`config.mk`:
```
export PLATFORM = sky130hd
export DESIGN_NAME = calendar_day_number_converter_core
export DESIGN_NICKNAME = d
export VERILOG_FILES = /design/src/hw/rtl/cdnc_pkg.sv /design/src/hw/rtl/calendar_day_number_converter_core.sv /design/src/hw/rtl/cdnc_alu.sv /design/src/hw/rtl/cdnc_seq.sv
export SDC_FILE = /design/constraint.sdc
export NUM_CORES = 1
export LEC_CHECK = 0
export BUFFER_PORTS_ARGS = -buffer_cell sky130_fd_sc_hd__buf_2
export CAP_MARGIN = 25
export CORE_MARGIN = 2
export CORE_UTILIZATION = 40
export DETAILED_ROUTE_END_ITERATION = 6
export PLACE_DENSITY = 0.58
export SLEW_MARGIN = 20
export SYNTH_ARGS = -nofsm -noshare
export SYNTH_HDL_FRONTEND = slang
export SYNTH_SLANG_ARGS = --single-unit
```
`constraint.sdc`:
```
create_clock -name clk -period 6.85 [get_ports clk]
set_input_delay 0.3425 -clock clk [delete_from_list [all_inputs] [get_ports clk]]
set_output_delay 0.3425 -clock clk [all_outputs]
set_load 0.1 [all_outputs]
```
`src/hw/rtl/cdnc_pkg.sv`:
```
package cdnc_pkg;

    localparam logic [11:0] FIRST_YEAR      = 12'd1970;
    localparam logic [11:0] LAST_YEAR       = 12'd2099;
    localparam logic [15:0] LAST_DAY_NUMBER = 16'd47481;
    localparam logic [3:0]  FIRST_MONTH     = 4'd1;
    localparam logic [3:0]  LAST_MONTH      = 4'd12;

    localparam logic [2:0] ERR_NONE  = 3'd0;
    localparam logic [2:0] ERR_YEAR  = 3'd1;
    localparam logic [2:0] ERR_MONTH = 3'd2;
    localparam logic [2:0] ERR_DAY   = 3'd3;
    localparam logic [2:0] ERR_RANGE = 3'd4;

    typedef struct packed {
        logic        sub;
        logic [15:0] a;
        logic [15:0] b;
    } alu_req_t;

    typedef struct packed {
        logic [15:0] sum;
        logic        carry;
    } alu_rsp_t;

    typedef struct packed {
        logic [15:0] day_number;
        logic [4:0]  day;
        logic [3:0]  month;
        logic [11:0] year;
        logic [2:0]  err;
    } result_t;

    // covers 1970..2099 only, where every fourth year is a leap year
    function automatic logic leap(input logic [11:0] y);
        leap = (y[1:0] == 2'b00);
    endfunction

    function automatic logic [8:0] year_len(input logic [11:0] y);
        year_len = leap(y) ? 9'd366 : 9'd365;
    endfunction

    function automatic logic [4:0] month_len(input logic [3:0] m, input logic lp);
        logic [4:0] len;
        unique case (m)
            4'd2:                      len = lp ? 5'd29 : 5'd28;
            4'd4, 4'd6, 4'd9, 4'd11:   len = 5'd30;
            default:                   len = 5'd31;
        endcase
        month_len = len;
    endfunction

endpackage

```
`src/hw/rtl/calendar_day_number_converter_core.sv`:
```
// a rejected transaction goes from acceptance straight to S_DONE and then into
// the output register; a valid one first steps through S_YEAR, one step per year
// from 1970, and S_MONTH, one step per month up to the target, then S_DAY for
// date to number only, then S_DONE and the output register, all on one shared
// adder; one transaction at a time: in_stall is high until the result moves into
// the output register, which holds it while out_stall is high
// reset: asynchronous active-low rst_n idles the sequencer and clears out_valid
module calendar_day_number_converter_core (
    input  logic        clk,
    input  logic        rst_n,
    input  logic        in_valid,
    output logic        in_stall,
    input  logic        opcode,
    input  logic [4:0]  day_in,
    input  logic [3:0]  month_in,
    input  logic [11:0] year_in,
    input  logic [15:0] day_number_in,
    output logic        out_valid,
    input  logic        out_stall,
    output logic [15:0] day_number_out,
    output logic [4:0]  day_out,
    output logic [3:0]  month_out,
    output logic [11:0] year_out,
    output logic [2:0]  error_code
);
    import cdnc_pkg::*;

    alu_req_t alu_req;
    alu_rsp_t alu_rsp;
    result_t  result;
    logic     done;
    logic     out_free;
    logic     out_valid_reg, out_valid_next;
    result_t  out_reg, out_next;

    cdnc_alu u_alu (
        .req (alu_req),
        .rsp (alu_rsp)
    );

    cdnc_seq u_seq (
        .clk           (clk),
        .rst_n         (rst_n),
        .in_valid      (in_valid),
        .in_stall      (in_stall),
        .opcode        (opcode),
        .day_in        (day_in),
        .month_in      (month_in),
        .year_in       (year_in),
        .day_number_in (day_number_in),
        .alu_req       (alu_req),
        .alu_rsp       (alu_rsp),
        .done          (done),
        .out_free      (out_free),
        .result        (result)
    );

    assign out_free = !out_valid_reg || !out_stall;

    always_comb
    begin
        out_valid_next = out_valid_reg;
        out_next       = out_reg;
        if (out_free)
        begin
            out_valid_next = done;
            if (done)
                out_next = result;
        end
    end

    always_ff @(posedge clk or negedge rst_n)
    begin
        if (!rst_n)
            out_valid_reg <= 1'b0;
        else
            out_valid_reg <= out_valid_next;
    end

    always_ff @(posedge clk)
    begin
        out_reg <= out_next;
    end

    assign out_valid      = out_valid_reg;
    assign day_number_out = out_reg.day_number;
    assign day_out        = out_reg.day;
    assign month_out      = out_reg.month;
    assign year_out       = out_reg.year;
    assign error_code     = out_reg.err;

endmodule

```
`src/hw/rtl/cdnc_alu.sv`:
```
module cdnc_alu (
    input  cdnc_pkg::alu_req_t req,
    output cdnc_pkg::alu_rsp_t rsp
);
    import cdnc_pkg::*;

    logic [15:0] b_eff;
    logic [16:0] total;

    // carry out on subtract means a >= b
    assign b_eff   = req.sub ? ~req.b : req.b;
    assign total   = {1'b0, req.a} + {1'b0, b_eff} + {16'd0, req.sub};
    assign rsp.sum   = total[15:0];
    assign rsp.carry = total[16];

endmodule

```
`src/hw/rtl/cdnc_seq.sv`:
```
module cdnc_seq (
    input  logic               clk,
    input  logic               rst_n,
    input  logic               in_valid,
    output logic               in_stall,
    input  logic               opcode,
    input  logic [4:0]         day_in,
    input  logic [3:0]         month_in,
    input  logic [11:0]        year_in,
    input  logic [15:0]        day_number_in,
    output cdnc_pkg::alu_req_t alu_req,
    input  cdnc_pkg::alu_rsp_t alu_rsp,
    output logic               done,
    input  logic               out_free,
    output cdnc_pkg::result_t  result
);
    import cdnc_pkg::*;

    localparam logic [2:0] S_IDLE  = 3'd0;
    localparam logic [2:0] S_YEAR  = 3'd1;
    localparam logic [2:0] S_MONTH = 3'd2;
    localparam logic [2:0] S_DAY   = 3'd3;
    localparam logic [2:0] S_DONE  = 3'd4;

    logic [2:0]  state_reg, state_next;
    logic        opcode_reg, opcode_next;
    logic [2:0]  err_reg, err_next;
    logic [15:0] acc_reg, acc_next;
    logic [15:0] num_reg, num_next;
    logic [4:0]  day_reg, day_next;
    logic [3:0]  month_reg, month_next;
    logic [11:0] year_reg, year_next;
    logic [11:0] ycnt_reg, ycnt_next;
    logic [3:0]  mcnt_reg, mcnt_next;

    logic        accept;
    logic [2:0]  in_err;
    logic [11:0] leap_year_sel;
    logic        take_year;
    logic        take_month;

    assign in_stall = (state_reg != S_IDLE);
    assign accept   = in_valid && !in_stall;
    assign done     = (state_reg == S_DONE);

    always_comb
    begin
        in_err = ERR_NONE;
        if (opcode)
        begin
            if (day_number_in > LAST_DAY_NUMBER)
                in_err = ERR_RANGE;
        end
        else
        begin
            priority if (year_in < FIRST_YEAR || year_in > LAST_YEAR)
                in_err = ERR_YEAR;
            else if (month_in < FIRST_MONTH || month_in > LAST_MONTH)
                in_err = ERR_MONTH;
            else if (day_in == 5'd0 || day_in > month_len(month_in, leap(year_in)))
                in_err = ERR_DAY;
            else
                in_err = ERR_NONE;
        end
    end

    assign leap_year_sel = opcode_reg ? ycnt_reg : year_reg;

    always_comb
    begin
        alu_req.sub = opcode_reg;
        alu_req.a   = acc_reg;
        unique case (state_reg)
            S_YEAR:  alu_req.b = {7'd0, year_len(ycnt_reg)};
            S_MONTH: alu_req.b = {11'd0, month_len(mcnt_reg, leap(leap_year_sel))};
            default: alu_req.b = {11'd0, day_reg - 5'd1};
        endcase
    end

    assign take_year  = opcode_reg ? (ycnt_reg < LAST_YEAR && alu_rsp.carry)
                                   : (ycnt_reg < year_reg);
    assign take_month = opcode_reg ? (mcnt_reg < LAST_MONTH && alu_rsp.carry)
                                   : (mcnt_reg < month_reg);

    always_comb
    begin
        state_next  = state_reg;
        opcode_next = opcode_reg;
        err_next    = err_reg;
        acc_next    = acc_reg;
        num_next    = num_reg;
        day_next    = day_reg;
        month_next  = month_reg;
        year_next   = year_reg;
        ycnt_next   = ycnt_reg;
        mcnt_next   = mcnt_reg;
        unique case (state_reg)
            S_IDLE:
            begin
                if (accept)
                begin
                    opcode_next = opcode;
                    err_next    = in_err;
                    num_next    = day_number_in;
                    day_next    = day_in;
                    month_next  = month_in;
                    year_next   = year_in;
                    ycnt_next   = FIRST_YEAR;
                    acc_next    = opcode ? day_number_in : 16'd0;
                    state_next  = (in_err != ERR_NONE) ? S_DONE : S_YEAR;
                end
            end
            S_YEAR:
            begin
                if (take_year)
                begin
                    acc_next  = alu_rsp.sum;
                    ycnt_next = ycnt_reg + 12'd1;
                end
                else
                begin
                    mcnt_next  = FIRST_MONTH;
                    state_next = S_MONTH;
                end
            end
            S_MONTH:
            begin
                if (take_month)
                begin
                    acc_next  = alu_rsp.sum;
                    mcnt_next = mcnt_reg + 4'd1;
                end
                else if (opcode_reg)
                begin
                    day_next   = acc_reg[4:0] + 5'd1;
                    state_next = S_DONE;
                end
                else
                begin
                    state_next = S_DAY;
                end
            end
            S_DAY:
            begin
                acc_next   = alu_rsp.sum;
                state_next = S_DONE;
            end
            S_DONE:
            begin
                if (out_free)
                    state_next = S_IDLE;
            end
            default:
            begin
                state_next = S_IDLE;
            end
        endcase
    end

    always_comb
    begin
        result = '0;
        result.err = err_reg;
        if (err_reg == ERR_NONE)
        begin
            result.day = day_reg;
            if (opcode_reg)
            begin
                result.day_number = num_reg;
                result.month      = mcnt_reg;
                result.year       = ycnt_reg;
            end
            else
            begin
                result.day_number = acc_reg;
                result.month      = month_reg;
                result.year       = year_reg;
            end
        end
    end

    always_ff @(posedge clk or negedge rst_n)
    begin
        if (!rst_n)
            state_reg <= S_IDLE;
        else
            state_reg <= state_next;
    end

    always_ff @(posedge clk)
    begin
        opcode_reg <= opcode_next;
        err_reg    <= err_next;
        acc_reg    <= acc_next;
        num_reg    <= num_next;
        day_reg    <= day_next;
        month_reg  <= month_next;
        year_reg   <= year_next;
        ycnt_reg   <= ycnt_next;
        mcnt_reg   <= mcnt_next;
    end

    a_year_bound: assert property (@(posedge clk) disable iff (!rst_n)
        (state_reg == S_YEAR || state_reg == S_MONTH) |-> ycnt_reg <= LAST_YEAR)
        else $error("year counter past last year");

    a_month_bound: assert property (@(posedge clk) disable iff (!rst_n)
        state_reg == S_MONTH |-> (mcnt_reg >= FIRST_MONTH && mcnt_reg <= LAST_MONTH))
        else $error("month counter out of range");

    a_err_zero: assert property (@(posedge clk) disable iff (!rst_n)
        (done && result.err != ERR_NONE) |->
            (result.day_number == 16'd0 && result.day == 5'd0 &&
             result.month == 4'd0 && result.year == 12'd0))
        else $error("error result carries nonzero fields");

    a_decode_day: assert property (@(posedge clk) disable iff (!rst_n)
        (done && opcode_reg && err_reg == ERR_NONE) |->
            (result.day != 5'd0 && result.month != 4'd0))
        else $error("decoded date has zero day or month");

endmodule

```
======== Word-level counts from Yosys, hierarchy flattened ========
Cells that the tools add are included.
operators by class
  divide/modulo/power cells ............... 0
  shift operators ......................... 0
  magnitude comparators ................... 10
  bitwise logic cells ..................... 1
  muxes and demuxes ....................... 42
  add/subtract/negate cells ............... 6
  equality and inequality tests ........... 21
  multiply operators ...................... 0
  reduce and logical (&&, ||, !) cells .... 31
operators with widths
  operator                                               count
  2-to-1 mux 16 bit                                      7
  one-hot mux 16 bit (4 select lines)                    1
  2-to-1 mux 3 bit                                       10
  2-to-1 mux 5 bit                                       6
  one-hot mux 5 bit (2 select lines)                     3
  2-to-1 mux 12 bit                                      2
  one-hot mux 12 bit (2 select lines)                    1
  one-hot mux 9 bit (2 select lines)                     1
  adder 16 x 16 -> 17 bit                                1
  adder 17 x 1 -> 17 bit                                 1
  == test 4 x 3 -> 1 bit, second input constant          4
  == test 4 bit, second input constant                   4
  > comparator 16 bit, second input constant             1
  inverter 16 bit                                        1
  one-hot mux 3 bit (5 select lines)                     1
  adder 12 x 1 -> 12 bit, second input constant          1
  > comparator 12 bit, second input constant             1
  < comparator 12 x 11 -> 1 bit, second input constant   1
  < comparator 12 bit                                    1
  < comparator 12 bit, second input constant             1
  AND reduction 4 bit                                    3
  inequality test 2 x 1 -> 1 bit, second input constant  5
  == test 4 x 2 -> 1 bit, second input constant          2
  2-to-1 mux 4 bit                                       2
  27 further kinds                                       50
storage, ports and cells
  memory bits (writable) .................. 0
  bits in registers ....................... 117
  bits of input ports ..................... 42
  memories kept ........................... 0
  bits in latches ......................... 0
  bits in read-only memories .............. 0
  output and inout bits ................... 42
  word-level logic and storage cells ...... 127

======== Depth between registers and ports, before layout ========
  depth after elaboration ................. 16
  mapped depth ............................ 18
  mapped depth without buffers ............ 17

======== Cells and area by module ========
A second synthesis with hierarchy kept.
unflattened totals
  cell total of the unflattened synthesis .. 624
  area, all modules ....................... 6,754.0 um^2
modules (own cells, without submodules)
  module                              seq. area each (um^2)  cells an instance  area each (um^2)  instances
  cdnc_seq                            2,267.2                458                4,585.6           1
  calendar_day_number_converter_core  1,226.2                44                 1,248.7           1
  cdnc_alu                            0.0                    122                919.6             1

======== Worst setup path after synthesis ========
No wires, ideal clock.
  path type ............................... register to register
  start point ............................. register u_seq.mcnt_reg[0]
  end point ............................... register u_seq.acc_reg[0], enable pin
  stages on the path, launching flop included .. 18
  slack ................................... 1.524 ns
  data required time ...................... 6.444 ns
  buffers on the path ..................... 0
  period minus slack after synthesis ...... 5.326 ns
  setup time .............................. 0.406 ns
  data arrival time ....................... 4.920 ns
  cells stage by stage .................... edfxtp_1 -> inv_1 -> ha_1 -> or3b_1 -> a311oi_1 -> nor3_1 -> o21ai_0 -> mux2i_1 -> fa_1 -> nor2b_1 -> o21ai_0 -> a21boi_1 -> o21a_1 -> o21ai_1 -> a211oi_1 -> a311oi_1 -> o31a_1 -> a2111oi_2
between the ends
  longest elaborated chain between the ends .. 12
  elaborated cells between the ends (all ways) .. 21
  classes of those cells .................. add/sub (2); order compare (2); eq/ne (7); mux (5); bitwise (1); reduce/logical (4)
RTL lines
  what                                                     line                            text
  start: declaration                                       cdnc_seq.sv:34                  logic [3:0] mcnt_reg, mcnt_next;
  start signal: assignment                                 cdnc_seq.sv:200                 mcnt_reg <= mcnt_next;
  == test 4 x 3 -> 1 bit or == test 4 bit (tied branches)  cdnc_pkg.sv:45                  unique case (m)
  OR reduction 4 bit                                       cdnc_pkg.sv:45
  one-hot mux 5 bit (2 select lines)                       cdnc_pkg.sv:45
  one-hot mux 9 bit (2 select lines)                       cdnc_seq.sv:73                  unique case (state_reg)
  inverter 16 bit                                          cdnc_alu.sv:11                  assign b_eff = req.sub ? ~req.b : req.b;
  2-to-1 mux 16 bit                                        cdnc_alu.sv:11
  adder 16 x 16 -> 17 bit                                  cdnc_alu.sv:12                  assign total = {1'b0, req.a} + {1'b0, b_eff} + {16'd0, req.sub};
  adder 17 x 1 -> 17 bit                                   cdnc_alu.sv:12
  logical AND 1 bit (on tied branches)                     cdnc_seq.sv:80, cdnc_seq.sv:82
  2-to-1 mux 1 bit (on tied branches)                      cdnc_seq.sv:80, cdnc_seq.sv:82
  inequality test 2 x 1 -> 1 bit (no source line)          -
  AND reduction 4 bit (no source line) *                   -
  end signal: assignment                                   cdnc_seq.sv:194                 acc_reg <= acc_next;
  end: declaration                                         cdnc_seq.sv:28                  logic [15:0] acc_reg, acc_next;
Every way passes the cells marked *; elsewhere a longest branch is shown, timed or not.
A chain may end at the register's enable or synchronous reset.

======== Worst setup path in the final report ========
  start point ............................. register u_seq.mcnt_reg[0]
  end point ............................... register u_seq.mcnt_reg[3], enable pin
between the ends
  longest elaborated chain between the ends .. 12
  elaborated cells between the ends (all ways) .. 21
  classes of those cells .................. add/sub (2); order compare (2); eq/ne (7); mux (5); bitwise (1); reduce/logical (4)
RTL lines
  what                                                                                      line
  == test 4 x 3 -> 1 bit or == test 4 bit (tied branches)                                   cdnc_pkg.sv:45
  OR reduction 4 bit                                                                        cdnc_pkg.sv:45
  one-hot mux 5 bit (2 select lines)                                                        cdnc_pkg.sv:45
  one-hot mux 9 bit (2 select lines)                                                        cdnc_seq.sv:73
  inverter 16 bit                                                                           cdnc_alu.sv:11
  2-to-1 mux 16 bit                                                                         cdnc_alu.sv:11
  adder 16 x 16 -> 17 bit                                                                   cdnc_alu.sv:12
  adder 17 x 1 -> 17 bit                                                                    cdnc_alu.sv:12
  logical AND 1 bit (on tied branches)                                                      cdnc_seq.sv:82, cdnc_seq.sv:80
  2-to-1 mux 1 bit (on tied branches)                                                       cdnc_seq.sv:82, cdnc_seq.sv:80
  inequality test 2 x 1 -> 1 bit (no source line) or inequality test 2 bit (tied branches)  -
  AND reduction 3 bit (no source line) *                                                    -
Marks and branches as above.

==> out/qor.txt <==
LEAKAGE - 3.20 nW
vias per std cell - 5.24
drt first pass iters - 5
# rows - 46
fmax - 187 MHz
First DRT Iteration DRCs - 312
Clock Latency Late Sink - 0.42 ns
WS Path Type - reg -> reg
Total Neg Setup Slack - 0 ns
yosys warns - 0
vias after detailed routing - 4755
met2 wire len - 7.32 mm
clock sink count - 117
RSZ-0062 raised after global routing - no
Yosys cell types - 54
relative slew slack - 0.556
global-route usage over all layers - 0.181
Tightest Pin Transition - 0.661 ns
CP Launch Type - flip-flop
Avg Inst Size Synth - 11.0 um2
root buf cell - clkbuf_16
PortBufs - 83
sequential share of the synthesized area - 0.538
initial core utilization - 0.408
fin crit share - 0.782
Async SR Flop Fraction - 0.0342
net count after synthesis - 671
number of synthesized register bits - 117
Post-synth EDFFs - 113
combinational power share - 0.482
minimum clock period - 5.35 ns
status - finished clean
DP HPWL - 10.9 mm
Die Area - 0.0173 mm2
global route overflow - 0
clock-pin slew on the worst setup and hold paths - 0.05 ns
# Post-CTS Setup Buffers - 0
worst path required time - 6.90 ns
sequential power share - 0.299
NetSw - 1.89 mW
Met1 Routed Length - 6.77 mm
Int Pwr - 2.39 mW
Core Area - 0.0159 mm2
largest net degree at the start of global routing - 35
# IOs - 84
layout net count - 762
switching share of power - 0.441
Wirelength per Cell - 16.5 um
Post-Route Skew - 0.00739 ns
CTS H-tree lvls - 4
most common cell after layout, fill and taps aside - edfxtp_1
Setup-failing EPs final - 0
met3 WL - 735 um
CTS tree - built
Clk pwr share - 0.219
Max-Cap Viols - 0
DRT Wirelength - 15.0 mm
PwrDens - 546 mW/mm2
residual DRC count - 0
antenna-violating nets left - 0
pins over their slew limit - 0
Final Hold Viols - 0
Cells after Synth - 589
Worst setup EP type - flip-flop
Clock Path Buffers - 2
Max Used Layer - met4
layout overhead on the synthesized area - 20.7%
Die Wd - 131 um
cts bufs inserted - 17
first-pass GRT wire length - 24.2 mm
Die Y - 131 um
initial antenna violation count - 0
crit path max fanout - 6
vias in the first global route - 4726
layout cells sized above 1 - 0.185
peak supply drop - 219 uV
Tightest Hold Check Type - in -> reg
Critical Path AT - 5.41 ns
final hold slack - 0.111 ns
Mapped Area - 0.00649 mm2
commonest cells after routing, fill and taps aside - edfxtp_1, buf_2, nor2_1
number of diodes - 0
gpl congestion - 0.905
ys flop type - edfxtp_1
-- stage by stage --
stage                     setup slack [ns]  instance area [um2]  total power, mW  utilization  std cells
after global placement                1.49                 7180             3.31        0.452        874
after floorplan                       1.52                 6490             2.89            -        589
after global routing                 0.937                 7830             4.56        0.493        908
after CTS                             1.28                 7830             4.31        0.493        907
after detailed placement              1.27                 7200             3.35        0.453        875
final                                 1.50                 7830             4.28        0.493        908
-- cells by family (layout without fill, tap and decap cells) --
logic type,count (synthesis),in the layout,synth area share
AO/OA/AOI/OAI,109,109,0.110
XOR/XNOR,29,29,0.0391
adder cells (fa/ha/maj),40,40,0.0783
buffers and inverters,59,162,0.0343
flip-flops,117,117,0.538
multiplexers,34,34,0.0524
AND/OR/NAND/NOR,201,201,0.147
-- power groups by stage --
stage               clock, mW  sequential [mW]  combinational, mW
floorplan                   0             1.74               1.15
global placement            0             1.29               2.02
detailed placement          0             1.29               2.06
CTS                     0.952             1.28               2.07
global route            0.984             1.32               2.26
finish                  0.934             1.28               2.06
-- worst max-delay path, cell delays in order (launching register included) --
cell and delay, ns:
edfxtp_1 0.47, inv_1 0.14, ha_1 0.18, or3b_1 0.40, a311oi_1 0.26, nor3_1 0.11, o21ai_0 0.48, mux2i_1 0.28
fa_1 0.23, nor2b_1 0.05, o21ai_0 0.22, a21boi_1 0.13, o21a_1 0.19, o21ai_1 0.23, a211oi_1 0.16, a311oi_1 0.63
o21ai_0 0.25, a211oi_1 0.58
-- layout make-up --
type	count	area, um2
Clock buffer	19	433
Clock inverter	12	185
Fill cell	1471	8050
Inverter	38	143
Multi-Input combinational cell	413	2800
Sequential cell	117	3490
Tap cell	216	270
Timing Repair Buffer	93	505
-- synth_stat cells (4+ instances only) --
cell | instances | area share
a21oi_1 | 31 | 0.024
and2_1 | 7 | 0.0067
dfrtp_1 | 4 | 0.015
nor3_1 | 9 | 0.0069
nand2_1 | 37 | 0.021
nand2b_1 | 7 | 0.0067
o31ai_1 | 7 | 0.0081
inv_1 | 37 | 0.021
nand4_1 | 4 | 0.0039
xor2_1 | 14 | 0.019
clkbuf_1 | 18 | 0.010
xnor2_1 | 15 | 0.020
o21a_1 | 5 | 0.0058
or3_1 | 8 | 0.0077
mux2i_1 | 34 | 0.052
a21o_1 | 5 | 0.0058
nand3_1 | 33 | 0.025
o21ai_0 | 22 | 0.017
and3_1 | 7 | 0.0067
o22ai_1 | 6 | 0.0058
edfxtp_1 | 113 | 0.52
nor2_1 | 72 | 0.042
ha_1 | 39 | 0.075
-- metal layers --
layer,GRT usage,up-vias
li1,-,2341
met1,0.229,2287
met2,0.297,111
met3,0.0559,16
met4,0.0580,0
met5,0,-
-- final timing paths --
kind / from / end / slack [ns] / cells after the start
hold reg to reg: u_seq.err_reg[2]$_DFFE_PP_ / error_code[2]$_DFFE_PP_ / 0.48 / 0
hold / removal: year_in[6] / u_seq.year_reg[6]$_DFFE_PP_ / 0.11 / 1
min in group asynchronous: rst_n / u_seq.state_reg[1]$_DFFE_PN0P_ / 0.29 / 2
max in group asynchronous: rst_n / u_seq.state_reg[0]$_DFFE_PN0P_ / 6.41 / 2
setup / recovery: u_seq.mcnt_reg[0]$_SDFFCE_PP1P_ / u_seq.mcnt_reg[3]$_SDFFCE_PP0P_ / 1.50 / 17
setup reg to reg: u_seq.mcnt_reg[0]$_SDFFCE_PP1P_ / u_seq.mcnt_reg[3]$_SDFFCE_PP0P_ / 1.50 / 17
-- timing repair --
action / CTS / global route
hold endpoints to repair: 4 / 0
resized for setup: 0 / 0
setup endpoints to repair: 0 / 0
hold buffers: 1 / 0
No activity file was read; power rests on OpenSTA's default activity.
